===== src/hw/rtl/bcdau_pkg.sv =====
`default_nettype none
// ----------------------------------------------------------------------------
// bcdau_pkg
// Shared types, constants and BCD helpers of the decimal arithmetic unit.
// ----------------------------------------------------------------------------
package bcdau_pkg;

  localparam int unsigned Digits      = 14;
  localparam int unsigned DivFracDig  = 6;
  localparam int unsigned WorkDigits  = 36;
  localparam int unsigned WorkW       = 4 * WorkDigits;
  localparam int unsigned InW         = 4 * Digits;
  localparam int unsigned FracW       = 5;
  localparam int unsigned CntW        = 6;

  typedef enum logic [1:0] {
    OP_ADD = 2'd0,
    OP_SUB = 2'd1,
    OP_MUL = 2'd2,
    OP_DIV = 2'd3
  } op_e;

  typedef enum logic [3:0] {
    ST_IDLE,
    ST_DISPATCH,
    ST_ALIGN,
    ST_ADDSUB,
    ST_DIV_PRE,
    ST_DIV_SHIFT,
    ST_DIV_SUB,
    ST_DIV_END,
    ST_MUL_SHIFT,
    ST_MUL_ADD,
    ST_TRUNC,
    ST_TRIM,
    ST_DONE
  } state_e;

  typedef struct packed {
    logic load;
    logic shift_a;
    logic shift_b;
    logic add;
    logic sub;
    logic mul_shift;
    logic mul_add;
    logic div_shift;
    logic div_sub;
    logic div_set;
    logic div_end;
    logic shift_r;
  } cmd_t;

  typedef struct packed {
    op_e  op;
    logic fa_lt_fb;
    logic fb_lt_fa;
    logic b_zero;
    logic r_ge_b;
    logic qcnt_zero;
    logic trunc_go;
    logic trim_go;
  } status_t;

  localparam logic [WorkW-1:0] Sixes = {WorkDigits{4'h6}};
  localparam logic [WorkW-1:0] Nines = {WorkDigits{4'h9}};

  // BCD add with carry in; top carry out is dropped
  function automatic logic [WorkW-1:0] bcd_add(input logic [WorkW-1:0] a,
                                               input logic [WorkW-1:0] b,
                                               input logic             cin);
    logic [WorkW:0]   s;
    logic [WorkW:0]   x;
    logic [WorkW-1:0] fix;
    s = {1'b0, a} + {1'b0, b} + {1'b0, Sixes} + {{WorkW{1'b0}}, cin};
    x = s ^ {1'b0, a} ^ {1'b0, b} ^ {1'b0, Sixes};
    for (int k = 0; k < WorkDigits; k++) begin
      fix[4*k +: 4] = x[4*k+4] ? 4'd0 : 4'd6;
    end
    return s[WorkW-1:0] - fix;
  endfunction

  // a - b for a >= b, via ten's complement
  function automatic logic [WorkW-1:0] bcd_sub(input logic [WorkW-1:0] a,
                                               input logic [WorkW-1:0] b);
    return bcd_add(a, Nines - b, 1'b1);
  endfunction

endpackage
`default_nettype wire


===== src/hw/rtl/bcdau_ctrl.sv =====
`default_nettype none
// ----------------------------------------------------------------------------
// bcdau_ctrl
// Sequencer: align, add/sub, shift-add multiply, long division, truncate, trim.
// ----------------------------------------------------------------------------
module bcdau_ctrl (
  input  wire                  clk_i,
  input  wire                  rst_ni,
  input  wire                  start,
  output logic                 busy,
  output logic                 done_o,
  output bcdau_pkg::cmd_t      cmd_o,
  input  bcdau_pkg::status_t   status_i
);

  bcdau_pkg::state_e            state_q, state_d;
  logic [bcdau_pkg::CntW-1:0]   cnt_q, cnt_d;

  always_comb begin
    state_d = state_q;
    cnt_d   = cnt_q;
    unique case (state_q)
      bcdau_pkg::ST_IDLE: begin
        if (start) state_d = bcdau_pkg::ST_DISPATCH;
      end
      bcdau_pkg::ST_DISPATCH: begin
        if (status_i.op == bcdau_pkg::OP_MUL) begin
          state_d = bcdau_pkg::ST_MUL_SHIFT;
          cnt_d   = bcdau_pkg::CntW'(bcdau_pkg::Digits);
        end else if (status_i.b_zero) begin
          state_d = bcdau_pkg::ST_DONE;
        end else begin
          state_d = bcdau_pkg::ST_ALIGN;
        end
      end
      bcdau_pkg::ST_ALIGN: begin
        if (!status_i.fa_lt_fb && !status_i.fb_lt_fa) begin
          if (status_i.op == bcdau_pkg::OP_DIV) begin
            state_d = bcdau_pkg::ST_DIV_PRE;
            cnt_d   = bcdau_pkg::CntW'(bcdau_pkg::DivFracDig);
          end else begin
            state_d = bcdau_pkg::ST_ADDSUB;
          end
        end
      end
      bcdau_pkg::ST_ADDSUB: state_d = bcdau_pkg::ST_TRUNC;
      bcdau_pkg::ST_DIV_PRE: begin
        if (cnt_q != '0) begin
          cnt_d = cnt_q - 1'b1;
        end else begin
          state_d = bcdau_pkg::ST_DIV_SHIFT;
          cnt_d   = bcdau_pkg::CntW'(bcdau_pkg::WorkDigits);
        end
      end
      bcdau_pkg::ST_DIV_SHIFT: begin
        state_d = bcdau_pkg::ST_DIV_SUB;
        cnt_d   = cnt_q - 1'b1;
      end
      bcdau_pkg::ST_DIV_SUB: begin
        if (!status_i.r_ge_b) begin
          state_d = (cnt_q == '0) ? bcdau_pkg::ST_DIV_END : bcdau_pkg::ST_DIV_SHIFT;
        end
      end
      bcdau_pkg::ST_DIV_END: state_d = bcdau_pkg::ST_TRUNC;
      bcdau_pkg::ST_MUL_SHIFT: begin
        state_d = bcdau_pkg::ST_MUL_ADD;
        cnt_d   = cnt_q - 1'b1;
      end
      bcdau_pkg::ST_MUL_ADD: begin
        if (status_i.qcnt_zero) begin
          state_d = (cnt_q == '0) ? bcdau_pkg::ST_TRUNC : bcdau_pkg::ST_MUL_SHIFT;
        end
      end
      bcdau_pkg::ST_TRUNC: begin
        if (!status_i.trunc_go) state_d = bcdau_pkg::ST_TRIM;
      end
      bcdau_pkg::ST_TRIM: begin
        if (!status_i.trim_go) state_d = bcdau_pkg::ST_DONE;
      end
      bcdau_pkg::ST_DONE: state_d = bcdau_pkg::ST_IDLE;
      default: state_d = bcdau_pkg::ST_IDLE;
    endcase
  end

  always_comb begin
    cmd_o  = '0;
    done_o = 1'b0;
    busy   = state_q != bcdau_pkg::ST_IDLE;
    unique case (state_q)
      bcdau_pkg::ST_IDLE:      cmd_o.load = start;
      bcdau_pkg::ST_DISPATCH:  ;
      bcdau_pkg::ST_ALIGN: begin
        cmd_o.shift_a = status_i.fa_lt_fb;
        cmd_o.shift_b = status_i.fb_lt_fa;
      end
      bcdau_pkg::ST_ADDSUB: begin
        cmd_o.add = status_i.op == bcdau_pkg::OP_ADD;
        cmd_o.sub = status_i.op != bcdau_pkg::OP_ADD;
      end
      bcdau_pkg::ST_DIV_PRE:   cmd_o.shift_a = cnt_q != '0;
      bcdau_pkg::ST_DIV_SHIFT: cmd_o.div_shift = 1'b1;
      bcdau_pkg::ST_DIV_SUB: begin
        cmd_o.div_sub = status_i.r_ge_b;
        cmd_o.div_set = !status_i.r_ge_b;
      end
      bcdau_pkg::ST_DIV_END:   cmd_o.div_end = 1'b1;
      bcdau_pkg::ST_MUL_SHIFT: cmd_o.mul_shift = 1'b1;
      bcdau_pkg::ST_MUL_ADD:   cmd_o.mul_add = !status_i.qcnt_zero;
      bcdau_pkg::ST_TRUNC:     cmd_o.shift_r = status_i.trunc_go;
      bcdau_pkg::ST_TRIM:      cmd_o.shift_r = status_i.trim_go;
      bcdau_pkg::ST_DONE:      done_o = 1'b1;
      default: ;
    endcase
  end

  always_ff @(posedge clk_i or negedge rst_ni) begin
    if (!rst_ni) begin
      state_q <= bcdau_pkg::ST_IDLE;
      cnt_q   <= '0;
    end else begin
      state_q <= state_d;
      cnt_q   <= cnt_d;
    end
  end

`ifndef ASSERT_OFF
  a_done_then_idle: assert property (@(posedge clk_i) disable iff (!rst_ni)
    state_q == bcdau_pkg::ST_DONE |=> state_q == bcdau_pkg::ST_IDLE)
    else $error("done not followed by idle");

  a_cmd_onehot: assert property (@(posedge clk_i) disable iff (!rst_ni)
    $onehot0({cmd_o.load, cmd_o.add, cmd_o.sub, cmd_o.mul_shift, cmd_o.mul_add,
              cmd_o.div_shift, cmd_o.div_sub, cmd_o.div_set, cmd_o.div_end,
              cmd_o.shift_r}))
    else $error("conflicting datapath commands");

  a_div_shift_sub: assert property (@(posedge clk_i) disable iff (!rst_ni)
    state_q == bcdau_pkg::ST_DIV_SHIFT |=> state_q == bcdau_pkg::ST_DIV_SUB)
    else $error("division step skipped compare");
`endif

endmodule
`default_nettype wire

===== config.mk =====
export PLATFORM = sky130hd
export DESIGN_NAME = bcdau_ctrl
export DESIGN_NICKNAME = d
export VERILOG_FILES = /design/src/hw/rtl/bcdau_pkg.sv /design/src/hw/rtl/bcdau_ctrl.sv
export SDC_FILE = /design/constraint.sdc
export NUM_CORES = 1
export LEC_CHECK = 0
export BUFFER_PORTS_ARGS = -buffer_cell sky130_fd_sc_hd__buf_4
export CELL_PAD_IN_SITES_DETAIL_PLACEMENT = 0
export CELL_PAD_IN_SITES_GLOBAL_PLACEMENT = 1
export CORE_MARGIN = 4
export CORE_UTILIZATION = 30
export CTS_BUF_LIST = sky130_fd_sc_hd__clkbuf_2 sky130_fd_sc_hd__clkbuf_4 sky130_fd_sc_hd__clkbuf_8
export DETAILED_ROUTE_END_ITERATION = 10
export PLACE_DENSITY_LB_ADDON = 0.15
export SLEW_MARGIN = 10
export SYNTH_ARGS = -nofsm -noshare
export SYNTH_HDL_FRONTEND = slang
export SYNTH_SLANG_ARGS = --single-unit

===== constraint.sdc =====
create_clock -name clk_i -period 4.1 [get_ports clk_i]
set_input_delay 0.41 -clock clk_i [delete_from_list [all_inputs] [get_ports clk_i]]
set_output_delay 0.41 -clock clk_i [all_outputs]
set_load 0.1 [all_outputs]

Yosys cells after proc, flatten, opt, wreduce, memory -nomap -nowiden
Cells that the tools add are included.
{"block": "classes", "eq_ne": 23, "add_sub_neg": 1, "n_mux": 29, "reduce_logical": 16}
{"operator": "$pmux W4 S11", "n": 1}
{"operator": "$mux W4", "n": 9}
{"operator": "$mux W6", "n": 4}
{"operator": "$pmux W6 S4", "n": 1}
{"operator": "$eq A4 B4 Y1 const B", "n": 5}
{"operator": "$ne A2 B2 Y1 const B", "n": 9}
{"operator": "$eq A4 B3 Y1 const B", "n": 4}
{"operator": "$eq A4 B2 Y1 const B", "n": 2}
{"operator": "$mux W2", "n": 4}
{"operator": "$reduce_bool A4 Y1", "n": 2}
{"operator": "$mux W1", "n": 7}
{"operator": "$reduce_and A7 Y1", "n": 1}
{"operator": "$logic_not A6 Y1", "n": 1}
{"operator": "$reduce_bool A6 Y1", "n": 1}
{"operator": "$sub A6 B1 Y6 const B", "n": 1}
{"operator": "$eq A2 B2 Y1 const B", "n": 2}
{"operator": "$eq A4 B1 Y1 const B", "n": 1}
{"operator": "$logic_not A1 Y1", "n": 4}
{"operator": "$logic_not A4 Y1", "n": 1}
{"operator": "$pmux W1 S2", "n": 2}
{"operator": "$reduce_and A4 Y1", "n": 1}
{"operator": "$reduce_or A2 Y1", "n": 2}
{"operator": "$mux W3", "n": 1}
{"operator": "$logic_not A2 Y1", "n": 1}
{"operator": "2 further kinds", "n": 2}
{"block": "word_totals", "output_inout_bits": 14, "regBits": 10}

Depth between registers and ports, before layout
Gate-level depths: netlist (run 1).
{"block": "depth", "word_depth": 4, "ltp_mapped": 7}

Worst setup path after synthesis (run 1)
Ideal clock, no wire load.
{"block": "synth_path", "path_type": "register to output", "start": "reg state_q[0]", "end": "out cmd_o[8] (netlist name)", "required_time_ns": 3.690, "stages_incl_launch_ff": 5, "t_arrival_ns": 3.883, "slack_ns": -0.193, "path_cell_list": "dfrtp_1 buf_2 buf_1 nand2_1 nor4_1"}
{"element": "start, declared", "line": "bcdau_ctrl.sv:16", "rtl": "bcdau_pkg::state_e state_q, state_d;"}
{"element": "start signal, assigned", "line": "bcdau_ctrl.sv:118", "rtl": "state_q <= bcdau_pkg::ST_IDLE;"}
{"element": "start signal, assigned", "line": "bcdau_ctrl.sv:121", "rtl": "state_q <= state_d;"}
{"element": "end, declared", "line": "bcdau_ctrl.sv:12", "rtl": "output bcdau_pkg::cmd_t cmd_o,"}

==> results by group, run 1 <==
Clocking
  – CTS tree: done
  – Clk_lat worst skew: ~270 ps
  – CTS max path bufs: 2
  – Root Driver: clkbuf_4
  – H-tree depth: 1
  – Clock buffer count from CTS: 3
  – Clk slew on worst S/H paths: 70 ps
  – Sink Count: 10
  – Setup Fix Bufs, Post-CTS: 0
  – Post-CTS resize count: 0

Min path
  – Tightest Hold Check Type: in2async

Synth
  – Avg Inst Size Synth: 7.47 um^2
  – EDFF count, synth: 0
  – Cells after Synth: approximately 120
  – Ys async rst share: 100%
  – Mapped Area: 918 um^2
  – Sequential area share after synthesis: between 20 and 30%
  – Syn nets: 136
  – Distinct cells, synth: 38
  – Ys flop type: dfrtp_1
  – Yosys reg bits: 10
  – Synth Warn #: 0

Floorplanning
  – # rows: 19
  – Height of the die: 63.3 um
  – IO Pins: 26
  – Die X: 63.3 um
  – Core Area: 2830 um^2
  – Starting Density: about a third
  – Die outline area: 4010 um^2

Timing
  – Final period util: 60.7%
  – Unrepaired setup endpoints after global routing: false
  – Final worst slack: 1610 ps
  – FMAX: 402 MHz
  – Setup TNS: 0 ps
  – Rel. slew slack: 51.7%
  – Final setup vio count: 0
  – Clock period minus worst slack: 2490 ps
  – Final Hold Vio Count: 0
  – Max-slew violations: 0
  – Tightest Pin Transition: 718 ps
  – Layout Skew: roughly 1.9 ps

Worst setup path
  – CP arrival: 2080 ps
  – CP required: 3690 ps
  – CP Capture Type: output port
  – Worst-path fanout max: 24
  – Crit Path Category: reg2out
  – Critical path launch point type: flop
  – Worst-case reg-to-reg path depth: 5

Placement
  – I/O Buffers: 25
  – Worst slack at placement: 1760 ps
  – Detailed-placement wirelength estimate: 2.08 mm
  – Placed Area: 1120 um^2
  – RD Place Congestion: about 0.84

Routing
  – Residual DRC count: 0
  – DR pass1 iterations: 5
  – Post-Route WL: 2.70 mm
  – WL/cell: 15.2 um
  – Post-route ant nets: 0
  – Vias: slightly below 1000
  – Initial DRC count: 40
  – Via/cell ratio: 5.53

Cells and area
  – Share of cells above drive strength 1: 25.2%
  – Area grow syn2layout: 27.4%
  – Antenna diode count: 0
  – Final instance area: 1170 um^2
  – Commonest cells after routing, fill and taps aside: buf_4 (25), nand2_1 (14), nor2_1 (12)
  – Final #Nets: between 150 and 200
  – Filler cells: 303
  – Most common cell after layout, fill and taps aside: buf_4

Pwr
  – Pwr Density: between 800 and 900 nW/um^2
  – Peak VDD IR: 0.396 mV
  – Leakage: 0.524 nW

GRT
  – Initial antenna violation count: 0
  – GR Overflow Total: 0
  – GRT Util Overall: 14.4%
  – Number of global-route vias before repair: roughly 940
  – First-pass GRT wire length: around 4.7 mm
  – Largest net degree at the start of global routing: 25

Flow run
  – Max-cap violations: 0

Run status
  – Status: finished, final reports clean
## final cells by class
type	count	area, um^2	share of cell area [%]
Inverter	3	11.3	0.963
Tap cell	31	38.8	3.32
Clock buffer	4	36.3	3.10
Multi-Input combinational cell	104	636	54.3
Sequential cell	10	250	21.4
Timing Repair Buffer	26	198	16.9
## cells in the mapped netlist (2+ instances only)
master     n  area [um^2]
nand2_1   14         52.6
o22a_1     5         43.8
nor3_1     8         40.0
a31oi_1    2         12.5
or2_2      2         12.5
nor4_1     2         12.5
buf_1      2         7.51
inv_1      3         11.3
nand2b_1   7         43.8
dfrtp_1   10          250
a21o_1     2         15.0
nor2_1    12         45.0
a21oi_1   10         50.1
o21ai_0    6         30.0
a221oi_1   2         17.5
o31ai_1    3         22.5
and3_1     3         18.8
buf_2      4         20.0
nor2b_1    5         31.3
nand3_1    3         15.0
## kinds of logic (layout without fill, tap and decap cells)
group	after synthesis	in the layout	synth area share, %
muxes	1	1	1.63
adders and majority gates	1	1	1.36
and+or+nand+nor	64	64	37.2
AOI/OAI and AO/OA	37	37	27.4
buffers and inverters	9	33	4.22
DFF	10	10	27.2
xor gates and xnor gates	1	1	0.954
## flip-flops by register name (all words and copies together) (netlist names)
register  flops
cnt_q         6
state_q       4
## through the flow
stage | hold slack (ps) | instances | utilization (%) | total power [W]
floorplan | 114 | 123 | - | 0.000784
global placement | 246 | 173 | 39.7 | 0.000931
detailed placement | 251 | 173 | 39.7 | 0.000930
CTS | 508 | 178 | 41.4 | 0.00102
global route | 504 | 178 | 41.4 | 0.00110
finish | 511 | 178 | 41.4 | 0.00102
## final timing paths
kind / slack, ps / start / end
max in group asynchronous: 3450 / rst_ni / state_q[2]$_DFFE_PN0P_
min in group clk_i: 550 / cnt_q[2]$_DFFE_PN0P_ / cnt_q[2]$_DFFE_PN0P_
max reg2reg: 1740 / state_q[0]$_DFFE_PN0P_ / state_q[1]$_DFFE_PN0P_
max: 1610 / state_q[1]$_DFFE_PN0P_ / cmd_o[10]
min: 510 / rst_ni / cnt_q[4]$_DFFE_PN0P_
min reg2reg: 550 / cnt_q[2]$_DFFE_PN0P_ / cnt_q[2]$_DFFE_PN0P_
## critical path, cell delays in order, from the launching register on
cell and delay [ps]:
dfrtp_1 650, nor2_1 320, nand2_1 110, o21ai_0 360
buf_4 370
## report_power, final
| part | internal, W | leakage [nW] | switching [W] |
|---|---|---|---|
| clock | 0.0000540 | 0.0210 | 0.0000348 |
| sequential | 0.000141 | 0.121 | 0.000118 |
| combinational | 0.000236 | 0.382 | 0.000433 |
## per-layer routing
metal  vias up  GRT usage (%)  part of all wire (%)
li1        503              -                     -
met1       454           20.7                    49
met2        24           20.9                    45
met3         4           4.09                   5.1
met4         0           4.04                   1.1
met5         -              0                     0
## what timing repair did
action,CTS,global route
endpoints found under the hold margin,10,0
hold buffers,1,0
endpoints found under the setup margin,0,0
Power figures use the tool's default switching activity.
==> run 2, diff against run 1 <==
- clock period: 4.1 -> 2.15 ns (I/O delays scaled with it)
==> run 2 against run 1 <==
Against the previous run: worst hold slack got worse by 200 ps; non-clock buffer count rose by 10; critical path depth rose by 2; design area rose by 15%; routed wire length rose by 5.3%; combinational power rose by 140%; sequential share of layout area fell by 2.8 points; critical endpoint unchanged; highest routed layer unchanged.
==> results by group, run 2 (synthesis results as in run 1) <==
Pwr
  – Peak VDD IR: 0.830 mV (was 0.396 mV)
  – Pwr Density: 1590 nW/um^2 (was 870 nW/um^2)
  – Leakage: 0.590 nW (was 0.524 nW)

Worst setup path
  – CP bufs+invs: 2 (was 1)
  – R2r startpoint: cnt_q[0]$_DFFE_PN0P_ (was state_q[0]$_DFFE_PN0P_)
  – Worst R2R End: state_q[1]$_DFFE_PN0P_ (unchanged)
  – CP Capture Type: output port (unchanged)
  – Critical path launch point type: flop (unchanged)
  – CP arrival: 1830 ps (was 2080 ps)
  – Largest stage delay, worst path: 400 ps (was 650 ps)
  – CP required: 1930 ps (was 3690 ps)
  – CP top delay family: simple AND/OR/NAND/NOR gates (was flip-flops)
  – Crit Path Category: reg2out (unchanged)
  – Worst-case reg-to-reg path depth: 8 (was 5)
  – Stages on the worst setup path: 6 (was 4)
  – Crit-path slowest cell: or3b_4 (was dfrtp_1)
  – Worst-path fanout max: 4 (was 24)
  – Critical-path cell list: inv_1, ha_4, or3b_4, nor3_4, o21ai_4, buf_12 (was nor2_1, nand2_1, o21ai_0, buf_4)
  – Reg-to-reg setup timing slack: 120 ps (was 1740 ps)

GRT
  – GRT Util Overall: 14.5% (was 14.4%)
  – First-pass GRT wire length: 4.74 mm (was 4.68 mm)
  – Largest net degree at the start of global routing: 15 (was 25)
  – GR Overflow Total: 0 (unchanged)
  – Initial antenna violation count: 0 (unchanged)
  – Number of global-route vias before repair: 1003 (was 942)

Timing
  – Final setup vio count: 0 (unchanged)
  – FMAX: 489 MHz
  – Tightest Pin Transition: 510 ps (was 718 ps)
  – Final Hold Vio Count: 0 (unchanged)
  – Clock period minus worst slack: 2050 ps
  – Hold Slack: 313 ps (was 511 ps)
  – Final worst slack: 104 ps (was 1610 ps)
  – Rel. slew slack: 66.0% (was 51.7%)
  – Max-slew violations: 0 (unchanged)
  – Layout Skew: 10.6 ps (was 1.94 ps)
  – Setup TNS: 0 ps (unchanged)
  – Final period util: 95.2%

Floorplanning
  – Starting Density: 32.5% (unchanged)
  – Core Area: 2830 um^2 (unchanged)
  – Height of the die: 63.3 um (unchanged)
  – # rows: 19 (unchanged)
  – IO Pins: 26 (unchanged)
  – Die outline area: 4010 um^2 (unchanged)
  – Die X: 63.3 um (unchanged)

Placement
  – RD Place Congestion: 0.801 (was 0.838)
  – Worst slack at placement: 114 ps (was 1760 ps)
  – Detailed-placement wirelength estimate: 2.20 mm (was 2.08 mm)
  – I/O Buffers: 25 (unchanged)
  – Placed Area: 1260 um^2 (was 1120 um^2)

Cells and area
  – Final instance area: 1350 um^2 (was 1170 um^2)
  – Most common cell after layout, fill and taps aside: buf_4 (unchanged)
  – Max reg flops: 6 (unchanged)
  – Largest register by flop count: cnt_q (unchanged)
  – Share of cells above drive strength 1: 36.5% (was 25.2%)
  – Area grow syn2layout: 46.9% (was 27.4%)
  – Commonest cells after routing, fill and taps aside: buf_4 (33), nand2_1 (14), nor2_1 (10), a21oi_1 (10), dfrtp_1 (10) (was buf_4 (25), nand2_1 (14), nor2_1 (12))
  – Filler cells: 282 (was 303)
  – Largest regs: cnt_q x6, state_q x4 (unchanged)
  – Final #Nets: 171 (was 161)
  – Antenna diode count: 0 (unchanged)
  – Final core area utilization: 47.7% (was 41.4%)

Routing
  – Via/cell ratio: 5.61 (was 5.53)
  – WL/cell: 15.2 um (about the same)
  – Post-Route WL: 2.84 mm (was 2.70 mm)
  – Residual DRC count: 0 (unchanged)
  – DR pass1 iterations: 4 (was 5)
  – Post-route ant nets: 0 (unchanged)
  – Vias: 1050 (was 985)
  – Initial DRC count: 44 (was 40)

Min path
  – Tightest Hold Check Type: in2async (unchanged)

Clocking
  – Clock buffer count from CTS: 3 (unchanged)
  – Root Driver: clkbuf_4 (unchanged)
  – Clk_lat worst skew: 270 ps (about the same)
  – H-tree depth: 1 (unchanged)
  – CTS tree: done (unchanged)
  – Sink Count: 10 (unchanged)
  – Clk slew on worst S/H paths: 70 ps (about the same)
  – CTS max path bufs: 2 (unchanged)

Flow run
  – Max-cap violations: 0 (unchanged)

Run status
  – Status: finished, final reports clean (unchanged)
## run 2: cell types whose count changed in the layout (fill, tap and decap cells not counted), sizes merged
cell | previous run | this run
buf | 25 | 35
clkbuf | 4 | 3
## run 2: worst reg2reg max path, cell delays in order (launching register included)
cell,delay [ps]
dfrtp_1,390
inv_1,110
ha_4,150
or3b_4,400
nor3_4,220
buf_6,140
nand3_1,90
a221oi_2,310
o22a_1,170
## run 2: worst max path at each step
stage | startpoint | endpoint | slack, ps
detailed placement | cnt_q[0]$_DFFE_PN0P_ | state_q[1]$_DFFE_PN0P_ | 110
finish | cnt_q[0]$_DFFE_PN0P_ | cmd_o[10] | 100
CTS | cnt_q[0]$_DFFE_PN0P_ | cmd_o[10] | 3
global placement | cnt_q[0]$_DFFE_PN0P_ | state_q[1]$_DFFE_PN0P_ | 150
floorplan | state_q[0]$_DFFE_PN0P_ | cmd_o[8] | -260
global route | state_q[0]$_DFFE_PN0P_ | cnt_q[2]$_DFFE_PN0P_ | -20
## run 2: power by group
part | switching [W] | leakage [nW] | internal, W | total, W
clock network | 0.0000606 | 0.0138 | 0.0000644 | 0.000125
registers | 0.000141 | 0.121 | 0.000271 | 0.000413
logic | 0.00102 | 0.455 | 0.000586 | 0.00161
total | 0.00122 | 0.590 | 0.000922 | 0.00214
## run 2: metrics by stage
step / std cells / total power (W)
finish: 187 / 0.00214
global route: 187 / 0.00230
CTS: 185 / 0.00209
detailed placement: 180 / 0.00194
global placement: 180 / 0.00195
floorplan: 123 / 0.00158
## run 2: per-layer routing
| metal | up-vias | GRT usage [%] | share of wire [%] |
|---|---|---|---|
| met4 | 0 | 1.62 | 0.77 |
| met1 | 493 | 19.8 | 45 |
| li1 | 520 | - | - |
| met5 | - | 0 | 0 |
| met2 | 35 | 23.2 | 48 |
| met3 | 2 | 4.26 | 5.9 |
## run 2: repair_timing
item / 4_1_cts / 5_1_grt
pin swaps: 1 / 3
setup buffers: 1 / 2
hold buffers: 1 / 0
hold endpoints to repair: 10 / 0
setup endpoints to repair: 1 / 3
gates resized for setup: 1 / 6
## run 2: area by class of cell
type	count	area (um^2)	share of cell area, %
clock buffer	3	22.5	1.67
inverter	3	11.3	0.835
sequential	10	250	18.6
timing repair buffer	36	289	21.4
tap	31	38.8	2.88
multi-input combinational	104	737	54.6
==> run 3, diff against run 2 <==
- BUFFER_PORTS_ARGS: -buffer_cell sky130_fd_sc_hd__buf_4 -> -buffer_cell sky130_fd_sc_hd__buf_2
- CTS_BUF_LIST: sky130_fd_sc_hd__clkbuf_2 sky130_fd_sc_hd__clkbuf_4 sky130_fd_sc_hd__clkbuf_8 -> default
- REMOVE_ABC_BUFFERS: default -> 1
==> run 3 against run 2 <==
Against the previous run: sequential share of layout area grew 1.1 points; critical path depth unchanged; sequential cell count is the same; setup slack lost 38 ps; largest power group unchanged; non-clock buffer count grew 2; die area did not move; critical endpoint unchanged.
==> results by group, run 3 (synthesis results as in run 1) <==
Run status
  – Status: finished, final reports clean (unchanged)

Pwr
  – Switching pwr: 0.00117 W (was 0.00122 W)
  – Internal Power: 0.000961 W (was 0.000922 W)
  – Sw Share: 54.8% (was 57.0%)
  – Leakage: 0.578 nW (was 0.590 nW)
  – Pwr Density: 1670 nW/um^2 (was 1590 nW/um^2)
  – Comb pwr share: 72.5% (was 74.9%)
  – Clock power frac: 7.8% (was 5.8%)
  – Reg power frac: 19.8% (was 19.2%)
  – Peak VDD IR: 0.983 mV (was 0.830 mV)

Timing
  – Max-slew violations: 0 (unchanged)
  – Layout Skew: 1.17 ps (was 10.6 ps)
  – Final period util: 97.0% (was 95.2%)
  – Hold Slack: 343 ps (was 313 ps)
  – Final Hold Vio Count: 0 (unchanged)
  – Final setup vio count: 0 (unchanged)
  – Rel. slew slack: 53.3% (was 66.0%)
  – Clock period minus worst slack: 2080 ps (was 2050 ps)
  – Tightest Pin Transition: 695 ps (was 510 ps)
  – FMAX: 480 MHz (was 489 MHz)
  – Final worst slack: 65.3 ps (was 104 ps)

Cells and area
  – Final core area utilization: 45.1% (was 47.7%)
  – Max reg flops: 6 (unchanged)
  – Largest regs: cnt_q x6, state_q x4 (unchanged)
  – Largest register by flop count: cnt_q (unchanged)
  – Multi-input logic area: 663 um^2 (was 737 um^2)
  – Area grow syn2layout: 38.8% (was 46.9%)
  – Filler cells: 287 (was 282)
  – Share of cells above drive strength 1: 33.3% (was 36.5%)
  – Storage element area: 250 um^2 (unchanged)
  – Final #Nets: 173 (was 171)
  – Commonest cells after routing, fill and taps aside: buf_2 (20), nand2_1 (14), buf_4 (13) (was buf_4 (33), nand2_1 (14), nor2_1 (10), a21oi_1 (10), dfrtp_1 (10))
  – Most common cell after layout, fill and taps aside: buf_2 (was buf_4)
  – Antenna diode count: 0 (unchanged)

Clocking
  – H-tree depth: 1 (unchanged)
  – Clk slew on worst S/H paths: 60 ps (was 70 ps)
  – CTS tree: done (unchanged)
  – Clk_lat worst skew: 260 ps (was 270 ps)
  – CTS max path bufs: 2 (unchanged)
  – Sink Count: 10 (unchanged)
  – Clock buffer count from CTS: 3 (unchanged)
  – Root Driver: clkbuf_4 (unchanged)

Worst setup path
  – CP top delay family: simple AND/OR/NAND/NOR gates (unchanged)
  – R2r startpoint: cnt_q[0]$_DFFE_PN0P_ (unchanged)
  – Crit-path slowest cell: dfrtp_1 (was or3b_4)
  – CP required: 1930 ps (about the same)
  – Crit Path Category: reg2out (unchanged)
  – Largest stage delay, worst path: 400 ps (about the same)
  – Worst-case reg-to-reg path depth: 8 (unchanged)
  – CP arrival: 1870 ps (was 1830 ps)
  – Stages on the worst setup path: 6 (unchanged)
  – Crit path from: cnt_q[0]$_DFFE_PN0P_ (unchanged)
  – Reg-to-reg setup timing slack: 110 ps (was 120 ps)
  – CP Capture Type: output port (unchanged)
  – Worst-path fanout max: 4 (unchanged)
  – Critical-path cell list: inv_2, ha_4, or3b_4, nor3_4, o21ai_4, buf_12 (was inv_1, ha_4, or3b_4, nor3_4, o21ai_4, buf_12)
  – Critical path launch point type: flop (unchanged)
  – CP bufs+invs: 2 (unchanged)

Floorplanning
  – Height of the die: 63.3 um (unchanged)
  – IO Pins: 26 (unchanged)
  – Die outline area: 4010 um^2 (unchanged)
  – Core Area: 2830 um^2 (unchanged)
  – Starting Density: 32.5% (unchanged)
  – # rows: 19 (unchanged)
  – Die X: 63.3 um (unchanged)

Routing
  – Residual DRC count: 0 (unchanged)
  – Via/cell ratio: 5.55 (was 5.61)
  – DR pass1 iterations: 5 (was 4)
  – Post-route ant nets: 0 (unchanged)
  – Post-Route WL: 2.71 mm (was 2.84 mm)
  – Vias: 1055 (was 1050)
  – WL/cell: 14.3 um (was 15.2 um)
  – Initial DRC count: 69 (was 44)

GRT
  – GRT Util Overall: 14.5% (about the same)
  – First-pass GRT wire length: 4.83 mm (was 4.74 mm)
  – Number of global-route vias before repair: 1012 (was 1003)
  – Initial antenna violation count: 0 (unchanged)
  – GR Overflow Total: 0 (unchanged)
  – Largest net degree at the start of global routing: 16 (was 15)

Placement
  – Worst slack at placement: 8.38 ps (was 114 ps)
  – RD Place Congestion: 0.812 (was 0.801)
  – I/O Buffers: 25 (unchanged)
  – Detailed-placement wirelength estimate: 2.07 mm (was 2.20 mm)

Min path
  – Tightest Hold Check Type: in2async (unchanged)

Flow run
  – Max-cap violations: 0 (unchanged)
==> run 3: layout make-up <==
cell class                 count  share of cell area, %
timing repair buffer          38                   21.6
tap                           31                   3.04
sequential                    10                   19.6
clock buffer                   4                   2.85
multi-input combinational    104                   52.0
inverter                       3                  0.883
==> run 3: worst reg2reg max path: cells and delay by family, from the launching register on <==
kind	cells	cell delay, ps
simple gates	3	740
fa+ha+maj	1	140
buf+inv	2	260
flops	1	400
compound gates	2	440
==> run 3: worst paths after layout <==
| kind | to |
|---|---|
| min | cnt_q[2]$_DFFE_PN0P_ |
| max in group asynchronous | cnt_q[1]$_DFFE_PN0P_ |
| max | cmd_o[10] |
| max reg2reg | state_q[1]$_DFFE_PN0P_ |
| min in group clk_i | state_q[3]$_DFFE_PN0P_ |
| min reg2reg | cnt_q[2]$_DFFE_PN0P_ |
==> run 3: timing repair <==
action                     4_1_cts  5_1_grt
hold buffers                     1        0
hold endpoints to repair        10        0
pin swaps                        0        5
setup endpoints to repair        2        5
resized for setup                4       12
buffers inserted                 0        4
==> run 3: power groups by stage <==
stage	combinational, W	clock, W	sequential (W)
after floorplan	0.00103	0	0.000426
after global placement	0.00144	0	0.000418
after detailed placement	0.00143	0	0.000416
after CTS	0.00144	0.000173	0.000415
after global routing	0.00170	0.000184	0.000437
final	0.00154	0.000165	0.000420
==> run 3: routing by layer <==
metal / vias up / wire (um) / GRT usage (%)
met5: - / 0 / 0
met4: 0 / 26 / 2.96
met3: 4 / 128 / 3.37
met2: 28 / 1230 / 21.1
met1: 496 / 1330 / 21.6
li1: 527 / - / -
==> run 3: metrics by stage <==
| step | setup TNS, ps | area [um^2] | cells | power, W |
|---|---|---|---|---|
| after detailed placement | 0 | 1140 | 181 | 0.00184 |
| after global routing | -33.9 | 1270 | 190 | 0.00232 |
| after CTS | 0 | 1200 | 186 | 0.00203 |
| after floorplan | -12140 | 891 | 117 | 0.00145 |
| final | 0 | 1270 | 190 | 0.00213 |
| after global placement | 0 | 1140 | 181 | 0.00186 |
